===== src/sv/pimrp_pkg.sv =====
package pimrp_pkg;

  localparam int COORD_W   = 32;
  localparam int FRAC_BITS = 16;
  localparam int COUNT_W   = 16;
  localparam int EPS_W     = 17;
  localparam int DIFF_W    = COORD_W + 1;
  localparam int CHUNK_W   = DIFF_W - 1;
  localparam int PROD_W    = 2 * DIFF_W;
  localparam int ACC_W     = 4 * CHUNK_W;
  localparam int CFG_IDX_W = 3;
  localparam int QDEPTH    = 2;
  localparam int QPTR_W    = 1;
  localparam int QCNT_W    = 2;

  localparam logic [CFG_IDX_W-1:0] CFG_QUERY_X   = 3'd0;
  localparam logic [CFG_IDX_W-1:0] CFG_QUERY_Y   = 3'd1;
  localparam logic [CFG_IDX_W-1:0] CFG_QUERY_Z   = 3'd2;
  localparam logic [CFG_IDX_W-1:0] CFG_RAY_DIR_X = 3'd3;
  localparam logic [CFG_IDX_W-1:0] CFG_RAY_DIR_Y = 3'd4;
  localparam logic [CFG_IDX_W-1:0] CFG_RAY_DIR_Z = 3'd5;
  localparam logic [CFG_IDX_W-1:0] CFG_EPSILON   = 3'd6;

  // Edge vectors and origin offset of one triangle, as the front prepares them.
  typedef struct packed {
    logic [2:0][DIFF_W-1:0] e1;
    logic [2:0][DIFF_W-1:0] e2;
    logic [2:0][DIFF_W-1:0] s;
    logic                   last;
  } tri_t;

  typedef struct packed {
    logic hit;
    logic last;
  } res_t;

  typedef struct packed {
    logic       vld;
    logic       first;
    logic       sub;
    logic       base_t;
    logic [1:0] chunk;
    logic [2:0] dst;
    logic [1:0] idx;
  } mac_ctl_t;

  // One 32-bit slice of a wide value as a 33-bit signed multiplier operand.
  // Only the slice flagged by top carries the sign; the others are zero-extended.
  function automatic logic [DIFF_W-1:0] chunk_of(input logic [ACC_W-1:0] v,
                                                 input logic [1:0] k,
                                                 input logic top);
    logic [CHUNK_W-1:0] c;
    case (k)
      2'd0:    c = v[CHUNK_W-1:0];
      2'd1:    c = v[2*CHUNK_W-1:CHUNK_W];
      2'd2:    c = v[3*CHUNK_W-1:2*CHUNK_W];
      default: c = v[4*CHUNK_W-1:3*CHUNK_W];
    endcase
    return {top & c[CHUNK_W-1], c};
  endfunction

  function automatic logic [1:0] inc3(input logic [1:0] i);
    return (i == 2'd2) ? 2'd0 : i + 2'd1;
  endfunction

endpackage


===== src/sv/pimrp_fifo.sv =====
module pimrp_fifo import pimrp_pkg::*; (
  input  logic clk,
  input  logic rst_n,
  input  logic wr_valid,
  output logic wr_ready,
  input  tri_t wr_data,
  output logic rd_valid,
  input  logic rd_ready,
  output tri_t rd_data
);

  tri_t              slot_r [QDEPTH];
  logic [QPTR_W-1:0] wp_r, wp_nxt;
  logic [QPTR_W-1:0] rp_r, rp_nxt;
  logic [QCNT_W-1:0] cnt_r, cnt_nxt;
  logic              push, pop;

  assign wr_ready = (cnt_r != QCNT_W'(QDEPTH));
  assign rd_valid = (cnt_r != '0);
  assign rd_data  = slot_r[rp_r];
  assign push     = wr_valid && wr_ready;
  assign pop      = rd_valid && rd_ready;

  always_comb begin
    wp_nxt  = wp_r;
    rp_nxt  = rp_r;
    cnt_nxt = cnt_r;
    if (push) begin
      wp_nxt = (wp_r == QPTR_W'(QDEPTH - 1)) ? '0 : wp_r + 1'b1;
    end
    if (pop) begin
      rp_nxt = (rp_r == QPTR_W'(QDEPTH - 1)) ? '0 : rp_r + 1'b1;
    end
    if (push && !pop) begin
      cnt_nxt = cnt_r + 1'b1;
    end else if (pop && !push) begin
      cnt_nxt = cnt_r - 1'b1;
    end
  end

  always_ff @(posedge clk) begin
    if (!rst_n) begin
      wp_r  <= '0;
      rp_r  <= '0;
      cnt_r <= '0;
    end else begin
      wp_r  <= wp_nxt;
      rp_r  <= rp_nxt;
      cnt_r <= cnt_nxt;
    end
  end

  always_ff @(posedge clk) begin
    if (push) begin
      slot_r[wp_r] <= wr_data;
    end
  end

endmodule


===== config.mk =====
export PLATFORM = sky130hd
export DESIGN_NAME = pimrp_fifo
export DESIGN_NICKNAME = d
export VERILOG_FILES = /design/src/sv/pimrp_pkg.sv /design/src/sv/pimrp_fifo.sv
export SDC_FILE = /design/constraint.sdc
export NUM_CORES = 1
export LEC_CHECK = 0
export ABC_AREA = 1
export BUFFER_PORTS_ARGS = -buffer_cell sky130_fd_sc_hd__clkbuf_2
export CAP_MARGIN = 20
export CORE_AREA = 2 2 236 238
export CTS_CLUSTER_DIAMETER = 120
export DETAILED_ROUTE_END_ITERATION = 8
export DIE_AREA = 0 0 238 240
export GPL_TIMING_DRIVEN = 0
export PLACE_DENSITY = 0.71
export SYNTH_ARGS = -nofsm -noshare
export SYNTH_HDL_FRONTEND = slang
export SYNTH_SLANG_ARGS = --single-unit

===== constraint.sdc =====
create_clock -name clk -period 19.8 [get_ports clk]
set_clock_uncertainty 0.15 [all_clocks]
set_input_delay 0 -clock clk [delete_from_list [all_inputs] [get_ports clk]]
set_output_delay 0 -clock clk [all_outputs]
set_load 0.03 [all_outputs]

==> results of run 1 <==
-- synth_stat cells --
| library cell | number | area share, % |
|---|---|---|
| mux2_4 | 201 | 13 |
| nand4_1 | 1 | 0.028 |
| nand2_1 | 9 | 0.15 |
| edfxtp_1 | 596 | 79 |
| buf_2 | 7 | 0.16 |
| ha_1 | 1 | 0.055 |
| mux2_2 | 97 | 4.8 |
| inv_1 | 8 | 0.13 |
| o21ai_0 | 2 | 0.044 |
| nand3_1 | 1 | 0.022 |
| nor2_1 | 8 | 0.13 |
| a21oi_1 | 1 | 0.022 |
| buf_6 | 26 | 1.3 |
| o21a_1 | 1 | 0.033 |
| dfxtp_1 | 5 | 0.44 |
-- logic make-up after synthesis --
family / Yosys count / share of synthesized area (%)
buffers and inverters: 41 / 1.59
multiplexers: 298 / 18.2
adder cells (fa/ha/maj): 1 / 0.0554
flip-flops: 601 / 79.7
AO/OA/AOI/OAI: 4 / 0.0998
AND/OR/NAND/NOR: 19 / 0.333
-- metrics by stage --
| step | area, sq um | utilization (%) |
|---|---|---|
| floorplan | 22600 | - |
| detailed placement | 26900 | 49.2 |
| global placement | 26500 | 48.4 |
==> flow_summary.json, run 1 <==
{
  "clock_sinks": 601,
  "firstError": "[ERROR RSZ-0060] Max buffer count reached.",
  "die_w_um": 238,
  "syn_area_sq_um": 22600,
  "status": "did not finish",
  "clockBufferDepth": 3,
  "yosysWarnings": 0,
  "dp_cells": 2289,
  "cts.hold.buffers_added": 481,
  "ys_seq_area_share_pct": 79.7,
  "synthCells": 964,
  "numCtsBuffers": 60,
  "ys_types": 15,
  "post_cts.repair.setup_buffers": 0,
  "ys_ff_latch": 601,
  "die_h_um": 240,
  "rows": 86,
  "failed_stage": "clock tree synthesis",
  "gp_congestion": 0.786,
  "syn_avg_cell_area_sq_um": 23.4,
  "hpwlAfterDp_mm": 36.3,
  "syn_nets": 1267,
  "io_buffer_count": 601,
  "start_util_pct": 41.3,
  "htree_levels": 2,
  "post-place-ws_ps": 16920,
  "ctsResizeCount": 0,
  "cts_root_buf": "clkbuf_16",
  "io_pins": 602
}
==> run 2, diff against run 1 <==
CORE_AREA = unset   (was 2 2 236 238)
CORE_MARGIN = 2   (was unset)
CORE_UTILIZATION = 40   (was unset)
CTS_CLUSTER_DIAMETER = unset   (was 120)
DIE_AREA = unset   (was 0 0 238 240)
PLACE_DENSITY = unset   (was 0.71)
PLACE_DENSITY_LB_ADDON = 0.15   (was unset)
==> run 2 against run 1 <==
The run now ends clean. Synthesized cell count unchanged. Area after synthesis unchanged.
==> flow_summary.json, run 2 <==
{
  "status": "completed",
  "synthCells": 964,
  "multi_input_area_sq_um": 4240,
  "io_buffer_count": 601,
  "syn_avg_cell_area_sq_um": 23.4,
  "grt_pass1_vias": 14700,
  "post-place-ws_ps": 16610,
  "layout_setup_ws_ps": 16640,
  "wire_per_inst_um": 19.1,
  "cp.arrival_ps": 3290,
  "ant_nets": 0,
  "htree_levels": 3,
  "drt_iter0_markers": 525,
  "final_cell_mix": "clkbuf_2, edfxtp_1, dlygate4sd3_1",
  "whs_ps": 16.3,
  "clock_sinks": 601,
  "wirelength_mm": 56.2,
  "num_vias": 13400,
  "ff_latch_area_sq_um": 18000,
  "ys_async_sr_fraction_pct": 0,
  "instances_no_fill": 2938,
  "pwr-share-clk_pct": 27.4,
  "grt_usage_pct": 19.0,
  "fin_util_pct": 60.3,
  "cp.required_ps": 19930,
  "grt_antenna_before_repair": 7,
  "relSlewSlack_pct": 47.8,
  "layout_commonest_cell": "clkbuf_2",
  "p_int_mw": 2.77,
  "place_area_sq_um": 27100,
  "ys_ff_latch": 601,
  "pwr-share-comb_pct": 32.1,
  "grt_max_degree": 31,
  "drc": 0,
  "setup_violations": 0,
  "drive_gt1_share_pct": 47.6,
  "power.total_mw": 4.05,
  "yosysWarnings": 0,
  "start_util_pct": 40.3,
  "total_leakage_power_nw": 13.4,
  "worst_setup_path_start_kind": "register",
  "largest_register_ffs": 596,
  "top_regs": "slot_r (596), cnt_r (2)",
  "hold_violations": 0,
  "regMostFlops": "slot_r",
  "ys_types": 15,
  "io_pins": 602,
  "synth.top_cells.by_count": "edfxtp_1, mux2_4, mux2_2",
  "die_h_um": 242,
  "die-area_sq_um": 58400,
  "power.share.sequential_pct": 40.6,
  "post_cts.repair.setup_buffers": 0,
  "gr-total-overflow": 0,
  "ys_top_cells_by_area": "edfxtp_1, mux2_4, mux2_2",
  "min_period_ps": 3160,
  "clockBufferDepth": 3,
  "drt-pass1-iter-count": 5,
  "gp_congestion": 0.767,
  "yosysMostFrequentCell": "edfxtp_1",
  "die_w_um": 242,
  "fmax_mhz": 316,
  "synth_edf_count": 596,
  "switching_share_pct": 31.7,
  "vias_per_cell": 4.58,
  "grt_setup_unrepaired": "no",
  "ir_worst_vdd_uv": 83.4,
  "dp_cells": 2345,
  "maxSlewViolCount": 0,
  "p_switching_mw": 1.28,
  "syn_nets": 1267,
  "fin_tns_setup_ps": 0,
  "fill_cells": 4179,
  "coreArea_sq_um": 56100,
  "end_kind": "register",
  "worst-setup-path-type": "reg -> reg",
  "hp-class": "in -> reg",
  "yosysTopAreaCell": "edfxtp_1",
  "final_area_sq_um": 33800,
  "powerDensity_nw_per_um2": 120,
  "clkLatencyLatePin_ps": 570,
  "area_growth_pct": 49.7,
  "cts_tree": "done",
  "worstMarginPinSlew_ps": 781,
  "syn_area_sq_um": 22600,
  "grt_first_pass_wirelength_mm": 84.8,
  "cts_root_buf": "clkbuf_16",
  "numCtsBuffers": 66,
  "rows": 87,
  "finalNetCount": 2439,
  "fin_crit_sh_pct": 16.0,
  "cap_viol_max_count": 0,
  "cts.clk_slew.worst_paths_ps": 60,
  "yosysTopAreaCellShare_pct": 79.3,
  "cp_max_fo": 28,
  "ys_seq_area_share_pct": 79.7,
  "synth_flop_cell": "edfxtp_1",
  "hpwlAfterDp_mm": 38.1
}
## run 2: cell counts after synthesis
Identical to the previous run, type by type.
## run 2: worst paths after layout
kind | from | endpoint | slack (ps) | depth (start not counted)
max | cnt_r[0] | slot_r[1][63] | 16640 | 10
min | wr_data[288] | slot_r[1][288] | 20 | 2
max reg2reg | cnt_r[0] | slot_r[1][63] | 16640 | 10
min reg2reg | rp_r | rp_r | 360 | 2
## run 2: cells by family (layout without fill, tap and decap cells)
kind of cell,after synthesis,count (layout),synth area share (%)
fa+ha+maj,1,1,0.0554
buf+inv,41,1255,1.59
other cells,0,4,0
mux,298,298,18.2
simple gates,19,19,0.333
compound gates,4,4,0.0998
flops,601,601,79.7
## run 2: area by class of cell
type | count | area share, %
Multi-Input combinational cell | 322 | 12.5
Antenna cell | 4 | 0.0296
Timing Repair Buffer | 1104 | 24.7
Clock buffer | 82 | 5.13
Sequential cell | 601 | 53.2
Inverter | 8 | 0.0888
Clock inverter | 28 | 0.540
Buffer | 33 | 0.970
Tap cell | 756 | 2.80
## run 2: power groups by stage
stage	clock, mW	combinational [mW]	sequential, mW
finish	1.11	1.30	1.64
global route	1.19	1.36	1.66
CTS	1.14	1.31	1.64
detailed placement	0	1.23	1.67
global placement	0	1.17	1.83
floorplan	0	0.840	1.76
## run 2: critical path, cell delays in order (launching register included)
cell and delay, ps:
dfxtp_1 350, inv_1 100, nand2_1 90, nand2_1 170, nor2_4 630, buf_16 250
buf_12 210, buf_12 220, buf_12 220, buf_12 220, buf_16 180
## run 2: what timing repair did
| action | in CTS | in global routing |
|---|---|---|
| hold buffers | 479 | 0 |
| endpoints found under the hold margin | 639 | 0 |
| resized for setup | 0 | 0 |
| endpoints found under the setup margin | 0 | 0 |
## run 2: per-layer routing
| metal | up-vias | GRT usage, % | share of wire, % |
|---|---|---|---|
| met4 | 6 | 7.69 | 3.3 |
| met3 | 104 | 5.58 | 7.3 |
| met1 | 6680 | 21.2 | 37 |
| met2 | 456 | 33.9 | 52 |
| li1 | 6199 | - | - |
| met5 | - | 0 | 0.066 |
(Power assumes the default switching activity.)
