File: config.mk
export PLATFORM = sky130hd
export DESIGN_NAME = pimrp_count
export DESIGN_NICKNAME = d
export VERILOG_FILES = /design/src/sv/pimrp_pkg.sv /design/src/sv/pimrp_count.sv
export SDC_FILE = /design/constraint.sdc
export NUM_CORES = 1
export LEC_CHECK = 0
export BUFFER_PORTS_ARGS = -buffer_cell sky130_fd_sc_hd__clkbuf_2
export CAP_MARGIN = 25
export CORE_ASPECT_RATIO = 0.9
export CORE_UTILIZATION = 40
export CTS_BUF_LIST = sky130_fd_sc_hd__clkbuf_4 sky130_fd_sc_hd__clkbuf_8
export CTS_CLUSTER_DIAMETER = 100
export CTS_CLUSTER_SIZE = 20
export DETAILED_ROUTE_END_ITERATION = 8
export PLACE_DENSITY = 0.68
export SYNTH_ARGS = -nofsm -noshare
export SYNTH_HDL_FRONTEND = slang
export SYNTH_SLANG_ARGS = --single-unit
export TNS_END_PERCENT = 100
File: constraint.sdc
create_clock -name clk -period 1.94 [get_ports clk]
set_input_delay 0.194 -clock clk [delete_from_list [all_inputs] [get_ports clk]]
set_output_delay 0.194 -clock clk [all_outputs]
set_load 0.02 [all_outputs]
File: src/sv/pimrp_pkg.sv
package pimrp_pkg;

  localparam int COORD_W   = 32;
  localparam int FRAC_BITS = 16;
  localparam int COUNT_W   = 16;
  localparam int EPS_W     = 17;
  localparam int DIFF_W    = COORD_W + 1;
  localparam int CHUNK_W   = DIFF_W - 1;
  localparam int PROD_W    = 2 * DIFF_W;
  localparam int ACC_W     = 4 * CHUNK_W;
  localparam int CFG_IDX_W = 3;
  localparam int QDEPTH    = 2;
  localparam int QPTR_W    = 1;
  localparam int QCNT_W    = 2;

  localparam logic [CFG_IDX_W-1:0] CFG_QUERY_X   = 3'd0;
  localparam logic [CFG_IDX_W-1:0] CFG_QUERY_Y   = 3'd1;
  localparam logic [CFG_IDX_W-1:0] CFG_QUERY_Z   = 3'd2;
  localparam logic [CFG_IDX_W-1:0] CFG_RAY_DIR_X = 3'd3;
  localparam logic [CFG_IDX_W-1:0] CFG_RAY_DIR_Y = 3'd4;
  localparam logic [CFG_IDX_W-1:0] CFG_RAY_DIR_Z = 3'd5;
  localparam logic [CFG_IDX_W-1:0] CFG_EPSILON   = 3'd6;

  // Edge vectors and origin offset of one triangle, as the front prepares them.
  typedef struct packed {
    logic [2:0][DIFF_W-1:0] e1;
    logic [2:0][DIFF_W-1:0] e2;
    logic [2:0][DIFF_W-1:0] s;
    logic                   last;
  } tri_t;

  typedef struct packed {
    logic hit;
    logic last;
  } res_t;

  typedef struct packed {
    logic       vld;
    logic       first;
    logic       sub;
    logic       base_t;
    logic [1:0] chunk;
    logic [2:0] dst;
    logic [1:0] idx;
  } mac_ctl_t;

  // One 32-bit slice of a wide value as a 33-bit signed multiplier operand.
  // Only the slice flagged by top carries the sign; the others are zero-extended.
  function automatic logic [DIFF_W-1:0] chunk_of(input logic [ACC_W-1:0] v,
                                                 input logic [1:0] k,
                                                 input logic top);
    logic [CHUNK_W-1:0] c;
    case (k)
      2'd0:    c = v[CHUNK_W-1:0];
      2'd1:    c = v[2*CHUNK_W-1:CHUNK_W];
      2'd2:    c = v[3*CHUNK_W-1:2*CHUNK_W];
      default: c = v[4*CHUNK_W-1:3*CHUNK_W];
    endcase
    return {top & c[CHUNK_W-1], c};
  endfunction

  function automatic logic [1:0] inc3(input logic [1:0] i);
    return (i == 2'd2) ? 2'd0 : i + 2'd1;
  endfunction

endpackage

File: src/sv/pimrp_count.sv
module pimrp_count import pimrp_pkg::*; (
  input  logic               clk,
  input  logic               rst_n,
  input  logic               res_valid,
  output logic               res_ready,
  input  res_t               res_data,
  output logic               out_valid,
  input  logic               out_ready,
  output logic               out_inside_res,
  output logic [COUNT_W-1:0] out_hit_count
);

  logic [COUNT_W-1:0] cnt_r, cnt_nxt, cnt_upd;
  logic               ovld_r, ovld_nxt;
  logic [COUNT_W-1:0] ocnt_r;
  logic               take;

  assign res_ready = !ovld_r || out_ready;
  assign take      = res_valid && res_ready;

  // The count saturates at its all-ones value.
  assign cnt_upd = (res_data.hit && (cnt_r != '1)) ? cnt_r + 1'b1 : cnt_r;

  always_comb begin
    cnt_nxt  = cnt_r;
    ovld_nxt = ovld_r;
    if (out_ready) begin
      ovld_nxt = 1'b0;
    end
    if (take) begin
      cnt_nxt = res_data.last ? '0 : cnt_upd;
      if (res_data.last) begin
        ovld_nxt = 1'b1;
      end
    end
  end

  always_ff @(posedge clk) begin
    if (!rst_n) begin
      cnt_r  <= '0;
      ovld_r <= 1'b0;
    end else begin
      cnt_r  <= cnt_nxt;
      ovld_r <= ovld_nxt;
    end
  end

  always_ff @(posedge clk) begin
    if (take && res_data.last) begin
      ocnt_r <= cnt_upd;
    end
  end

  assign out_valid      = ovld_r;
  assign out_hit_count  = ocnt_r;
  assign out_inside_res = ocnt_r[0];

endmodule

Word-level counts from Yosys, hierarchy flattened --
Cells that the tools add are included.
Storage, ports and cells: latch bits 0, word-level logic and storage cells 15, input port bits 6, output and inout port bits 19, memory bits (writable) 0, memories kept 0, register bits 33, bits in read-only memories 0
Cells by class: shifts and indexed selects 0, $lt $le $gt $ge 0, $add $sub $neg 1, reduce and logical (&&, ||, !) cells 5, divide/modulo/power cells 0, multiplexer cells 5, equality and inequality tests 1, bitwise operators 0, $mul 0
Operators with widths (count):
- 2-to-1 mux 16 bit | 2
- adder 16 x 1 -> 16 bit, second input constant | 1
- != test 16 bit, second input constant | 1
- logical AND 1 bit | 3
- 2-to-1 mux 1 bit | 3
- zero test 1 bit | 1
- logical OR 1 bit | 1

Logic depth before layout (Yosys ltp) --
word-level depth 4, mapped depth 6, gate-level depth less buffers 5

Worst setup path before layout --
No wires, ideal clock.
path type reg-to-reg, start register ovld_r (netlist: out_valid), end register ocnt_r[0] (netlist: out_hit_count[0]) (enable), arrival time 1.875 ns, cell stages (with the launch flop) 6, required time 1.552 ns, slack -0.323 ns, setup time 0.388 ns, clock period less this slack 2.263 ns, cells stage by stage dfxtp_1 > nor2b_1 > inv_1 > nand2_1 > clkbuf_1 > nor2_1
Between the ends: cells in the longest elaborated chain, start to end 4
RTL lines:
- start, declared | RTL line pimrp_count.sv:14 | logic ovld_r, ovld_nxt;
- start signal, assigned | RTL line pimrp_count.sv:44 | ovld_r <= ovld_nxt;
- zero test 1 bit | RTL line pimrp_count.sv:18 | assign res_ready = !ovld_r || out_ready;
- logical OR 1 bit | RTL line pimrp_count.sv:18
- named net res_ready | RTL line pimrp_count.sv:5 | output logic res_ready,
- logical AND 1 bit | RTL line pimrp_count.sv:19 | assign take = res_valid && res_ready;
- logical AND 1 bit | RTL line pimrp_count.sv:49 | if (take && res_data.last) begin
- end signal, assigned | RTL line pimrp_count.sv:50 | ocnt_r <= cnt_upd;
- end, declared | RTL line pimrp_count.sv:15 | logic [COUNT_W-1:0] ocnt_r;
The timed path passes the listed nets, and every way through them passes these cells. A chain may end at the register's enable or synchronous reset.

Worst setup path after layout --
start register cnt_r[0], end register cnt_r[3]
Between the ends: cells in the longest elaborated chain, start to end 4, elaborated cells on any way between the ends 5, classes of those cells 1 x add/sub; 1 x eq/ne; 2 x mux; 1 x reduce/logical
RTL lines:
- start, declared | RTL line pimrp_count.sv:13 | logic [COUNT_W-1:0] cnt_r, cnt_nxt, cnt_upd;
- start signal, assigned | RTL line pimrp_count.sv:43 | cnt_r <= cnt_nxt;
- parallel branches: the longest is 2 deep, another holds adder 16 x 1 -> 16 bit
- 2-to-1 mux 16 bit * | RTL line pimrp_count.sv:22 | assign cnt_upd = (res_data.hit && (cnt_r != '1)) ? cnt_r + 1'b1 : cnt_r;
- 2-to-1 mux 16 bit * | RTL line pimrp_count.sv:31 | cnt_nxt = res_data.last ? '0 : cnt_upd;
Mark *: on every way between the ends.

==> results_dict.tcl <==
set metrics [dict create \
    max_stage_delay_ns 0.51 \
    grt_pass1_wl_um 7400 \
    setup_viol 0 \
    hp-start "res_valid" \
    overflow 0 \
    cap_violations 0 \
    grt_max_degree 15 \
    syn_inst 203 \
    die_x_um 74.1 \
    drive_gt1_frac 0.300 \
    gp_congestion 0.922 \
    post-route-period-util 0.937 \
    final-hold-violation-count 0 \
    skew_ns 0.00408 \
    ys_async_sr_fraction 0 \
    end_kind "flop" \
    whs_path_depth 3 \
    reg2regPathDepth 7 \
    postSynthNetCount 210 \
    r2r_start "cnt_r[0]" \
    cp_common_cell "buf_4" \
    clk_path_buf_depth 2 \
    cts_tree "done" \
    finalMaxSlewViolations 0 \
    synth_top_area_cell "edfxtp_1" \
    start_kind "flop" \
    max_freq_ghz 0.550 \
    ys_seq_elements 33 \
    viasPerCell 5.63 \
    vias 1701 \
    initial_utilization 0.420 \
    synthFlopType "dfxtp_1" \
    cts.sinks 33 \
    cts_resized 0 \
    hpwl_um 3220 \
    total_power_mw 1.56 \
    postCtsHoldBufs 0 \
    synth_edf_count 16 \
    worstPathRequired_ns 2.15 \
    die_area_mm2 0.00496 \
    yosys_warnings 0 \
    cts_buffers 5 \
    fp-row-count 23 \
    num_antenna_cells 0 \
    arrival_ns 2.03 \
    postRouteWirelength_um 4440 \
    min_to "out_valid" \
    core_area_mm2 0.00446 \
    ios 25 \
    ir_drop_mv 0.594 \
    fin_nets 246 \
    portBuffers 24 \
    grt_pass1_vias 1587 \
    dr.pass1.iters 4 \
    cp_max_fo 9 \
    path_cells "ha_2 > buf_4 > nand4_1 > o41ai_2 > buf_4 > or4_1 > a31oi_1" \
    powerDensity_mw_per_mm2 680 \
    drc_errors 0 \
    drt_iter0_drc 137 \
    worst_path_max_delay_cell "or4_1" \
    syn-cell-area_mm2 0.00187 \
    die_h_um 66.9 \
    groute.usage.overall 0.209 \
    clk_pin_slew_ns 0.07 \
    clk-insertion-delay-late_ns 0.29 \
    htree_levels 2 \
    maxSlewHeadroom 0.644 \
    ctsRootBufferMaster "clkbuf_8" \
    routedWlPerCell_um 14.7 \
    status "finished, final reports clean" \
    worstMarginPinSlew_ns 0.533 \
    worstSetupPathType "reg -> reg" \
    setup_tns_ns 0 \
    synth.yosys.seq_area_share 0.439 \
    post_cts_buffers 0 \
    yosysTopAreaCellShare 0.257 \
    synth_area_per_cell_um2 9.22 \
    seqCellArea_um2 823 \
    power_leakage_nw 0.851 \
    ys_top_cells_by_area "edfxtp_1 26%, dfxtp_1 18%, nand2_1 4.8%" \
    period_minus_slack_ns 1.82 \
    ant_nets 0 \
    min_path_type "in -> reg" \
    multi_input_area_um2 960 \
    synthToLayoutAreaGrowth_pct 22.9 \
    synth_cell_type_count 43 \
    antenna_found_initial 0 \
    reg2reg_setup_slack_ns 0.12 \
    r2r_end "cnt_r[3]" \
    fillers 423 \
    rsz0062_at_grt "false" \
]
## area by class of cell
| cell class | count | area share |
|---|---|---|
| clock buffer | 7 | 0.0392 |
| clock inverter | 1 | 0.0131 |
| inverter | 7 | 0.0114 |
| multi-input combinational | 145 | 0.417 |
| sequential | 33 | 0.358 |
| tap | 62 | 0.0337 |
| timing repair buffer | 47 | 0.127 |
## synthesized netlist by cell type, types with 4 or more instances
cell type,count
edfxtp_1,16
xnor2_1,4
or4_1,6
nor2_1,11
nand3_1,17
o21ai_0,4
xor2_1,7
nand4_1,8
clkbuf_1,6
buf_2,10
a21oi_1,6
nand2b_1,4
inv_1,7
nand2_1,24
dfxtp_1,17
nor3_1,5
a31oi_1,11
## worst max-delay path by stage
| stage | start | to | depth (start not counted) |
|---|---|---|---|
| 3_3_place_gp | cnt_r[1] | cnt_r[10] | 5 |
| 4_1_cts | cnt_r[1] | cnt_r[10] | 5 |
| 3_5_place_dp | cnt_r[1] | cnt_r[10] | 5 |
| 5_1_grt | cnt_r[1] | cnt_r[14] | 5 |
| 2_1_floorplan | cnt_r[1] | cnt_r[10] | 6 |
| 6_report | cnt_r[0] | cnt_r[3] | 7 |
## stage by stage
step	hold WS [ns]	area, um^2	std cells	setup slack, ns	utilization
global route	0.185	2300	302	0.0281	0.516
floorplan	0.334	1880	203	0.0165	-
CTS	0.168	2290	302	0.0555	0.513
finish	0.177	2300	302	0.121	0.516
global placement	0.475	2170	294	0.118	0.486
detailed placement	0.484	2170	294	0.0569	0.486
## layout by cell type, fill, tap and decap left out, drive strengths merged, types with 2 or more instances in the layout
cell type	n
clkbuf	31
nand2	24
buf	23
nand3	18
dfxtp	17
edfxtp	16
a31oi	11
nor2	11
nand4	9
xor2	7
inv	7
or4	7
a21oi	6
nor3	5
nor4	5
xnor2	4
o21ai	4
nand2b	4
o2111ai	3
a311o	3
o311ai	3
and3	3
and4	2
o221a	2
o211ai	2
or3	2
## registers in the layout (all words and copies together) (netlist names)
| name | cells |
|---|---|
| cnt_r | 16 |
| out_hit_count | 16 |
| out_valid | 1 |
## worst max-delay path, delay by kind of cell (launching register included)
| kind | cells | cell delay [ns] |
|---|---|---|
| flops | 1 | 0.32 |
| compound gates | 2 | 0.27 |
| fa+ha+maj | 1 | 0.19 |
| simple gates | 2 | 0.64 |
| buf+inv | 2 | 0.32 |
## metal layers
layer	track usage	share of wire	routed length, um
met3	0.0575	0.040	177
met4	0.108	0.024	107
met5	0	0	0
met2	0.320	0.45	2000
met1	0.265	0.48	2150
## kinds of logic (layout without fill, tap and decap cells)
group	after synthesis	count (layout)	synth area share
AO/OA/AOI/OAI	40	40	0.162
XOR/XNOR	11	11	0.0515
adder cells (fa/ha/maj)	1	1	0.00668
buffers and inverters	25	62	0.0595
flip-flops	33	33	0.439
AND/OR/NAND/NOR	93	93	0.282
## power breakdown
part           internal [mW]  total (mW)  switching (mW)  leakage [nW]
Clock                  0.433       0.694           0.261        0.0619
Combinational         0.0352       0.120          0.0846         0.504
Sequential             0.745       0.750         0.00450         0.285
Power figures use the tool's default switching activity.
