$ cat config.mk
export PLATFORM = sky130hd
export DESIGN_NAME = pimrp_front
export DESIGN_NICKNAME = d
export VERILOG_FILES = /design/src/sv/pimrp_pkg.sv /design/src/sv/pimrp_front.sv
export SDC_FILE = /design/constraint.sdc
export NUM_CORES = 1
export LEC_CHECK = 0
export BUFFER_PORTS_ARGS = -buffer_cell sky130_fd_sc_hd__buf_2
export CORE_AREA = 2 2 265 267
export DETAILED_ROUTE_END_ITERATION = 12
export DIE_AREA = 0 0 267 269
export GPL_TIMING_DRIVEN = 1
export PLACE_DENSITY = 0.68
export SYNTH_ARGS = -nofsm -noshare
export SYNTH_HDL_FRONTEND = slang
export SYNTH_SLANG_ARGS = --single-unit
$ cat constraint.sdc
create_clock -name clk -period 10.1 [get_ports clk]
set_clock_uncertainty 0.05 [all_clocks]
set_input_delay 0.505 -clock clk [delete_from_list [all_inputs] [get_ports clk]]
set_output_delay 0.505 -clock clk [all_outputs]
set_load 0.05 [all_outputs]
$ cat src/sv/pimrp_pkg.sv
package pimrp_pkg;

  localparam int COORD_W   = 32;
  localparam int FRAC_BITS = 16;
  localparam int COUNT_W   = 16;
  localparam int EPS_W     = 17;
  localparam int DIFF_W    = COORD_W + 1;
  localparam int CHUNK_W   = DIFF_W - 1;
  localparam int PROD_W    = 2 * DIFF_W;
  localparam int ACC_W     = 4 * CHUNK_W;
  localparam int CFG_IDX_W = 3;
  localparam int QDEPTH    = 2;
  localparam int QPTR_W    = 1;
  localparam int QCNT_W    = 2;

  localparam logic [CFG_IDX_W-1:0] CFG_QUERY_X   = 3'd0;
  localparam logic [CFG_IDX_W-1:0] CFG_QUERY_Y   = 3'd1;
  localparam logic [CFG_IDX_W-1:0] CFG_QUERY_Z   = 3'd2;
  localparam logic [CFG_IDX_W-1:0] CFG_RAY_DIR_X = 3'd3;
  localparam logic [CFG_IDX_W-1:0] CFG_RAY_DIR_Y = 3'd4;
  localparam logic [CFG_IDX_W-1:0] CFG_RAY_DIR_Z = 3'd5;
  localparam logic [CFG_IDX_W-1:0] CFG_EPSILON   = 3'd6;

  // Edge vectors and origin offset of one triangle, as the front prepares them.
  typedef struct packed {
    logic [2:0][DIFF_W-1:0] e1;
    logic [2:0][DIFF_W-1:0] e2;
    logic [2:0][DIFF_W-1:0] s;
    logic                   last;
  } tri_t;

  typedef struct packed {
    logic hit;
    logic last;
  } res_t;

  typedef struct packed {
    logic       vld;
    logic       first;
    logic       sub;
    logic       base_t;
    logic [1:0] chunk;
    logic [2:0] dst;
    logic [1:0] idx;
  } mac_ctl_t;

  // One 32-bit slice of a wide value as a 33-bit signed multiplier operand.
  // Only the slice flagged by top carries the sign; the others are zero-extended.
  function automatic logic [DIFF_W-1:0] chunk_of(input logic [ACC_W-1:0] v,
                                                 input logic [1:0] k,
                                                 input logic top);
    logic [CHUNK_W-1:0] c;
    case (k)
      2'd0:    c = v[CHUNK_W-1:0];
      2'd1:    c = v[2*CHUNK_W-1:CHUNK_W];
      2'd2:    c = v[3*CHUNK_W-1:2*CHUNK_W];
      default: c = v[4*CHUNK_W-1:3*CHUNK_W];
    endcase
    return {top & c[CHUNK_W-1], c};
  endfunction

  function automatic logic [1:0] inc3(input logic [1:0] i);
    return (i == 2'd2) ? 2'd0 : i + 2'd1;
  endfunction

endpackage

$ cat src/sv/pimrp_front.sv
module pimrp_front import pimrp_pkg::*; (
  input  logic               clk,
  input  logic               rst_n,
  input  logic               in_valid,
  output logic               in_ready,
  input  logic [COORD_W-1:0] in_a_x,
  input  logic [COORD_W-1:0] in_a_y,
  input  logic [COORD_W-1:0] in_a_z,
  input  logic [COORD_W-1:0] in_b_x,
  input  logic [COORD_W-1:0] in_b_y,
  input  logic [COORD_W-1:0] in_b_z,
  input  logic [COORD_W-1:0] in_c_x,
  input  logic [COORD_W-1:0] in_c_y,
  input  logic [COORD_W-1:0] in_c_z,
  input  logic               in_last_triangle,
  input  logic [COORD_W-1:0] query_x,
  input  logic [COORD_W-1:0] query_y,
  input  logic [COORD_W-1:0] query_z,
  output logic               tri_valid,
  input  logic               tri_ready,
  output tri_t               tri_data
);

  logic vld_r, vld_nxt;
  tri_t data_r, data_nxt;
  logic accept;

  assign in_ready = !vld_r || tri_ready;
  assign accept   = in_valid && in_ready;

  always_comb begin
    data_nxt       = data_r;
    data_nxt.e1[0] = {in_b_x[COORD_W-1], in_b_x} - {in_a_x[COORD_W-1], in_a_x};
    data_nxt.e1[1] = {in_b_y[COORD_W-1], in_b_y} - {in_a_y[COORD_W-1], in_a_y};
    data_nxt.e1[2] = {in_b_z[COORD_W-1], in_b_z} - {in_a_z[COORD_W-1], in_a_z};
    data_nxt.e2[0] = {in_c_x[COORD_W-1], in_c_x} - {in_a_x[COORD_W-1], in_a_x};
    data_nxt.e2[1] = {in_c_y[COORD_W-1], in_c_y} - {in_a_y[COORD_W-1], in_a_y};
    data_nxt.e2[2] = {in_c_z[COORD_W-1], in_c_z} - {in_a_z[COORD_W-1], in_a_z};
    data_nxt.s[0]  = {query_x[COORD_W-1], query_x} - {in_a_x[COORD_W-1], in_a_x};
    data_nxt.s[1]  = {query_y[COORD_W-1], query_y} - {in_a_y[COORD_W-1], in_a_y};
    data_nxt.s[2]  = {query_z[COORD_W-1], query_z} - {in_a_z[COORD_W-1], in_a_z};
    data_nxt.last  = in_last_triangle;
  end

  always_comb begin
    vld_nxt = vld_r;
    if (accept) begin
      vld_nxt = 1'b1;
    end else if (tri_ready) begin
      vld_nxt = 1'b0;
    end
  end

  always_ff @(posedge clk) begin
    if (!rst_n) begin
      vld_r <= 1'b0;
    end else begin
      vld_r <= vld_nxt;
    end
  end

  always_ff @(posedge clk) begin
    if (accept) begin
      data_r <= data_nxt;
    end
  end

  assign tri_valid = vld_r;
  assign tri_data  = data_r;

endmodule

### Yosys cells after proc, flatten, opt, wreduce, memory -nomap -nowiden

Cells that the tools add are included.

* bits in registers: 299
* input port bits: 389
* output and inout bits: 300

* add/sub/neg operators: 9
* muxes and demuxes: 2
* reduce and logical (&&, ||, !) cells: 4

Operators with widths (count)
* 32-bit by 32-bit subtractor with 33-bit output: 9
* 1-bit 2-to-1 mux: 2
* 2-bit nonzero test: 1
* 1-bit logical AND: 1
* 1-bit logical NOT: 1
* 1-bit logical OR: 1

### Logic depth before layout (Yosys ltp)

* depth after elaboration: 4
* mapped depth: 13

### Worst setup path after synthesis

Ideal clock, no wire load.

* path type: reg-to-reg
* start: register vld_r, in the netlist tri_valid
* end: register data_r, in the netlist tri_data[0], enable pin
* library setup time: 696 ps
* arrival: 7778 ps
* data required time: 9354 ps
* path slack: 1575 ps
* cell stages (with the launch flop): 3
* clock period less this slack: 8525 ps
* cells stage by stage: dfxtp_1 > nand2b_1 > and2_1

* word-level cells in the longest chain between the ends: 3

RTL lines
* start, declared: line pimrp_front.sv:24 `logic vld_r, vld_nxt;`
* start signal, assigned: line pimrp_front.sv:58 `vld_r <= vld_nxt;`
* 1-bit logical NOT: line pimrp_front.sv:28 `assign in_ready = !vld_r || tri_ready;`
* 1-bit logical OR: line pimrp_front.sv:28
* net in_ready: line pimrp_front.sv:5 `output logic in_ready,`
* 1-bit logical AND: line pimrp_front.sv:29 `assign accept = in_valid && in_ready;`
* net accept: line pimrp_front.sv:26 `logic accept;`
* end signal, assigned: line pimrp_front.sv:64 `data_r <= data_nxt;`
* end, declared: line pimrp_front.sv:25 `tri_t data_r, data_nxt;`

The timed path passes the listed nets, and every way through them passes these cells.
A chain may end at the register's enable or synchronous reset.

==> summary.md <==
| Metric | Value |
|---|---|
| First-pass GRT wire length | 119000 um |
| Period Utilization, post-route | 36.5% |
| Final Hold Vio Count | 0 |
| Max stage delay on crit path | 0.67 ns |
| Distinct cells, synth | 78 |
| Critical path arrival | 3.94 ns |
| Slowest-stage cell, CP | o21ai_0 |
| Vias per cell | 5.17 |
| Crit-path cells | buf_2, ha_1, fa_1, nor2b_1, o2111ai_1, a32oi_1, a31oi_1, o21ai_0, a21oi_1, o31ai_1, a31o_2, a21oi_1, xnor2_1 |
| Proportion of layout cells with a drive suffix above 1 | 25.7% |
| Crit path launch type | input port |
| Crit-path leading delay family | compound AO/OA/AOI/OAI gates |
| Final hold slack | 0.0668 ns |
| Number of enable flip-flop cells after synthesis | 298 |
| Number of port buffers | 688 |
| Vias in the first global route | 20.5k |
| Synth area leader | edfxtp_1 |
| # hold bufs at CTS | 0 |
| # resized after CTS | 0 |
| CTS Buf Count | 40 |
| Min cycle time layout | 3.69 ns |
| RSZ-0062 raised after global routing | no |
| Worst hold stages | 1 |
| Die footprint | 71800 um2 |
| Final antenna-violating net count | 0 |
| Relative slew slack | 36.9% |
| Required time of the critical path | 10.34 ns |
| GRT Residual Overflow | 0 |
| Worst min path class | input port to flop |
| DRT Pass-1 Iters | 8 |
| Largest net degree at the start of global routing | 71 |
| Worst Max-Slew Pin Slew | 0.947 ns |
| Power density over the cells | 170 nW/um2 |
| Area added between synthesis and finish | 25.7% |
| Worst skew pair latency | 0.56 ns |
| Clock root buffer | clkbuf_16 |
| Synth top area share | 39.0% |
| Final-layout fill cell count | 6814 |
| Nets | 3710 |
| Worst Setup End Kind | flop |
| Row cnt | 97 |
| Multi-input combinational cell area | 13200 um2 |
| Antenna violations before repair | 40 |
| Stages on worst setup path | 13 |
| Wire length per cell | 20.7 um |
| Tot GR Track Use | 22.2% |
| Most frequent cells in the layout | buf_2 (688), edfxtp_1 (298), ha_1 (288) |
| Final WL | 83000 um |
| Deepest clock path buffer count | 3 |
| CTS Sinks | 299 |
| Die H | 269 um |
| Status | finished clean |
| Syn_nets | 2986 |
| Most common cell after layout, fill and taps aside | buf_2 |
| Mean Syn Cell Area | 9.98 um2 |
| Register area | 8970 um2 |
| Max-cap violations | 0 |
| Leak Pwr | 0.0134 uW |
| Synthesis-stage register bit count | 299 |
| Top Usage Layer GRT | met2 |
| Final Util | 41.6% |
| Fmax achieved | 271 MHz |
| CTS H-tree lvls | 2 |
| WS Path Type | input port to flop |
| Top post-synthesis cells by area | edfxtp_1 (39%), ha_1 (16%), xnor2_1 (6.6%) |
| Initial DRC count | 1142 |
| Starting Density | 33.1% |
| CTS clk-pin slew, worst paths | 0.06 ns |
| DPL Wire Length | 69400 um |
| Slew Viols, Final | 0 |
| Fraction of registers with async set/reset | 0% |
| I/O pins | 689 |
| Crit path top cell by count | a21oi_1 |
| Vias | 20.7k |
| Met2 Usage GRT | 40.0% |
| Met1 Resource Use GR | 23.1% |
| Synthesized area | 22900 um2 |
| Crit Path Max Fanout | 4 |
| Met3 usage | 7.74% |
| Register area share after synthesis | 39.1% |
| Setup TNS | 0 ns |
| Max IR drop VDD | 0.107 mV |
| Final setup viols | 0 |
| Post-CTS Setup Bufs | 0 |
| DRC Markers | 0 |
| CTS tree | built |
| Die Span X | 267 um |
| CP bufs+invs | 1 |
| Reg2reg path depth | 4 |
| Top_reg_cell synth | edfxtp_1 |
| Synth Warn # | 0 |
| Final estimated routing congestion in global placement | 1.00 |
| Core area | 69300 um2 |
| Post-Syn Instances | 2300 |
[registers in the layout, indices dropped and copies added, names as in the netlist]
register   cells
tri_valid      1
tri_data     298
[layout make-up]
cell class	instances	share of cell area, %
tap	940	4.08
clock inverter	21	0.577
antenna	21	0.182
sequential	299	31.1
inverter	200	2.60
multi-input combinational	1790	45.7
timing repair buffer	693	12.1
clock buffer	48	3.65
[metal layers]
metal / vias to the layer above / share of wire [%]
met3: 185 / 9.3
met2: 769 / 50
met5: - / 0.25
met4: 30 / 4.1
met1: 9763 / 36
li1: 9976 / -
[worst paths after layout]
path                               start                 endpoint  slack (ns)
setup / recovery               in_a_y[0]  tri_data[163]$_DFFE_PP_        6.41
hold / removal          in_last_triangle    tri_data[0]$_DFFE_PP_        0.07
setup reg to reg  tri_valid$_SDFFE_PN0P_  tri_data[244]$_DFFE_PP_        6.89
hold reg to reg   tri_valid$_SDFFE_PN0P_   tri_valid$_SDFFE_PN0P_        0.48
[cells by family after synthesis]
| logic type | Yosys count | share of synthesized area, % |
|---|---|---|
| adder cells (fa/ha/maj) | 297 | 16.5 |
| XOR/XNOR | 246 | 9.39 |
| AND/OR/NAND/NOR | 529 | 11.1 |
| buffers and inverters | 211 | 3.45 |
| multiplexers | 2 | 0.0872 |
| flip-flops | 299 | 39.1 |
| AO/OA/AOI/OAI | 716 | 20.4 |
[worst reg2reg max path: stages, from the launching register on]
cell and delay (ns):
dfxtp_1 0.30, nand2b_1 0.09, and2_4 0.74, buf_4 0.80, buf_4 0.78
[where the power goes]
part | internal [uW] | leakage [uW] | total [uW] | switching, uW
clock | 792 | 0.000594 | 1380 | 584
combinational | 577 | 0.00991 | 1860 | 1290
sequential | 1600 | 0.00289 | 1650 | 50.7
total | 2970 | 0.0134 | 4890 | 1920
[stage by stage]
stage          instance area [um2]  std cells  worst slack, ns  total power [uW]
2_1_floorplan                22900       2300             1.58              3040
3_3_place_gp                 27600       3922             5.96              3520
3_5_place_dp                 27600       3922             5.94              3530
4_1_cts                      28800       3991             6.56              4930
5_1_grt                      28800       4004             6.25              5120
6_report                     28800       4012             6.41              4890
[synth_stat cells, types with 5 or more instances]
| cell | n |
|---|---|
| o22a_1 | 5 |
| and2_1 | 13 |
| nand3_1 | 50 |
| o31a_1 | 6 |
| nand2_1 | 129 |
| o31ai_1 | 11 |
| nor2b_1 | 32 |
| nand3b_1 | 5 |
| edfxtp_1 | 298 |
| o21bai_1 | 28 |
| or2_2 | 7 |
| nor2_1 | 154 |
| xor2_1 | 73 |
| clkbuf_1 | 11 |
| nand2b_1 | 37 |
| and3_1 | 25 |
| nand4_1 | 17 |
| a221oi_1 | 5 |
| a21o_1 | 114 |
| o21a_1 | 61 |
| fa_1 | 9 |
| a21oi_1 | 214 |
| a21boi_0 | 10 |
| o22ai_1 | 7 |
| or3_1 | 10 |
| inv_1 | 200 |
| o21ai_1 | 11 |
| a211oi_1 | 16 |
| or4_1 | 8 |
| a211o_1 | 6 |
| o211ai_1 | 11 |
| nor3_1 | 27 |
| a31o_2 | 7 |
| ha_1 | 288 |
| xnor2_1 | 173 |
| a31oi_1 | 34 |
| o21ai_0 | 114 |
Note: power is estimated with default switching activity, not from simulation.
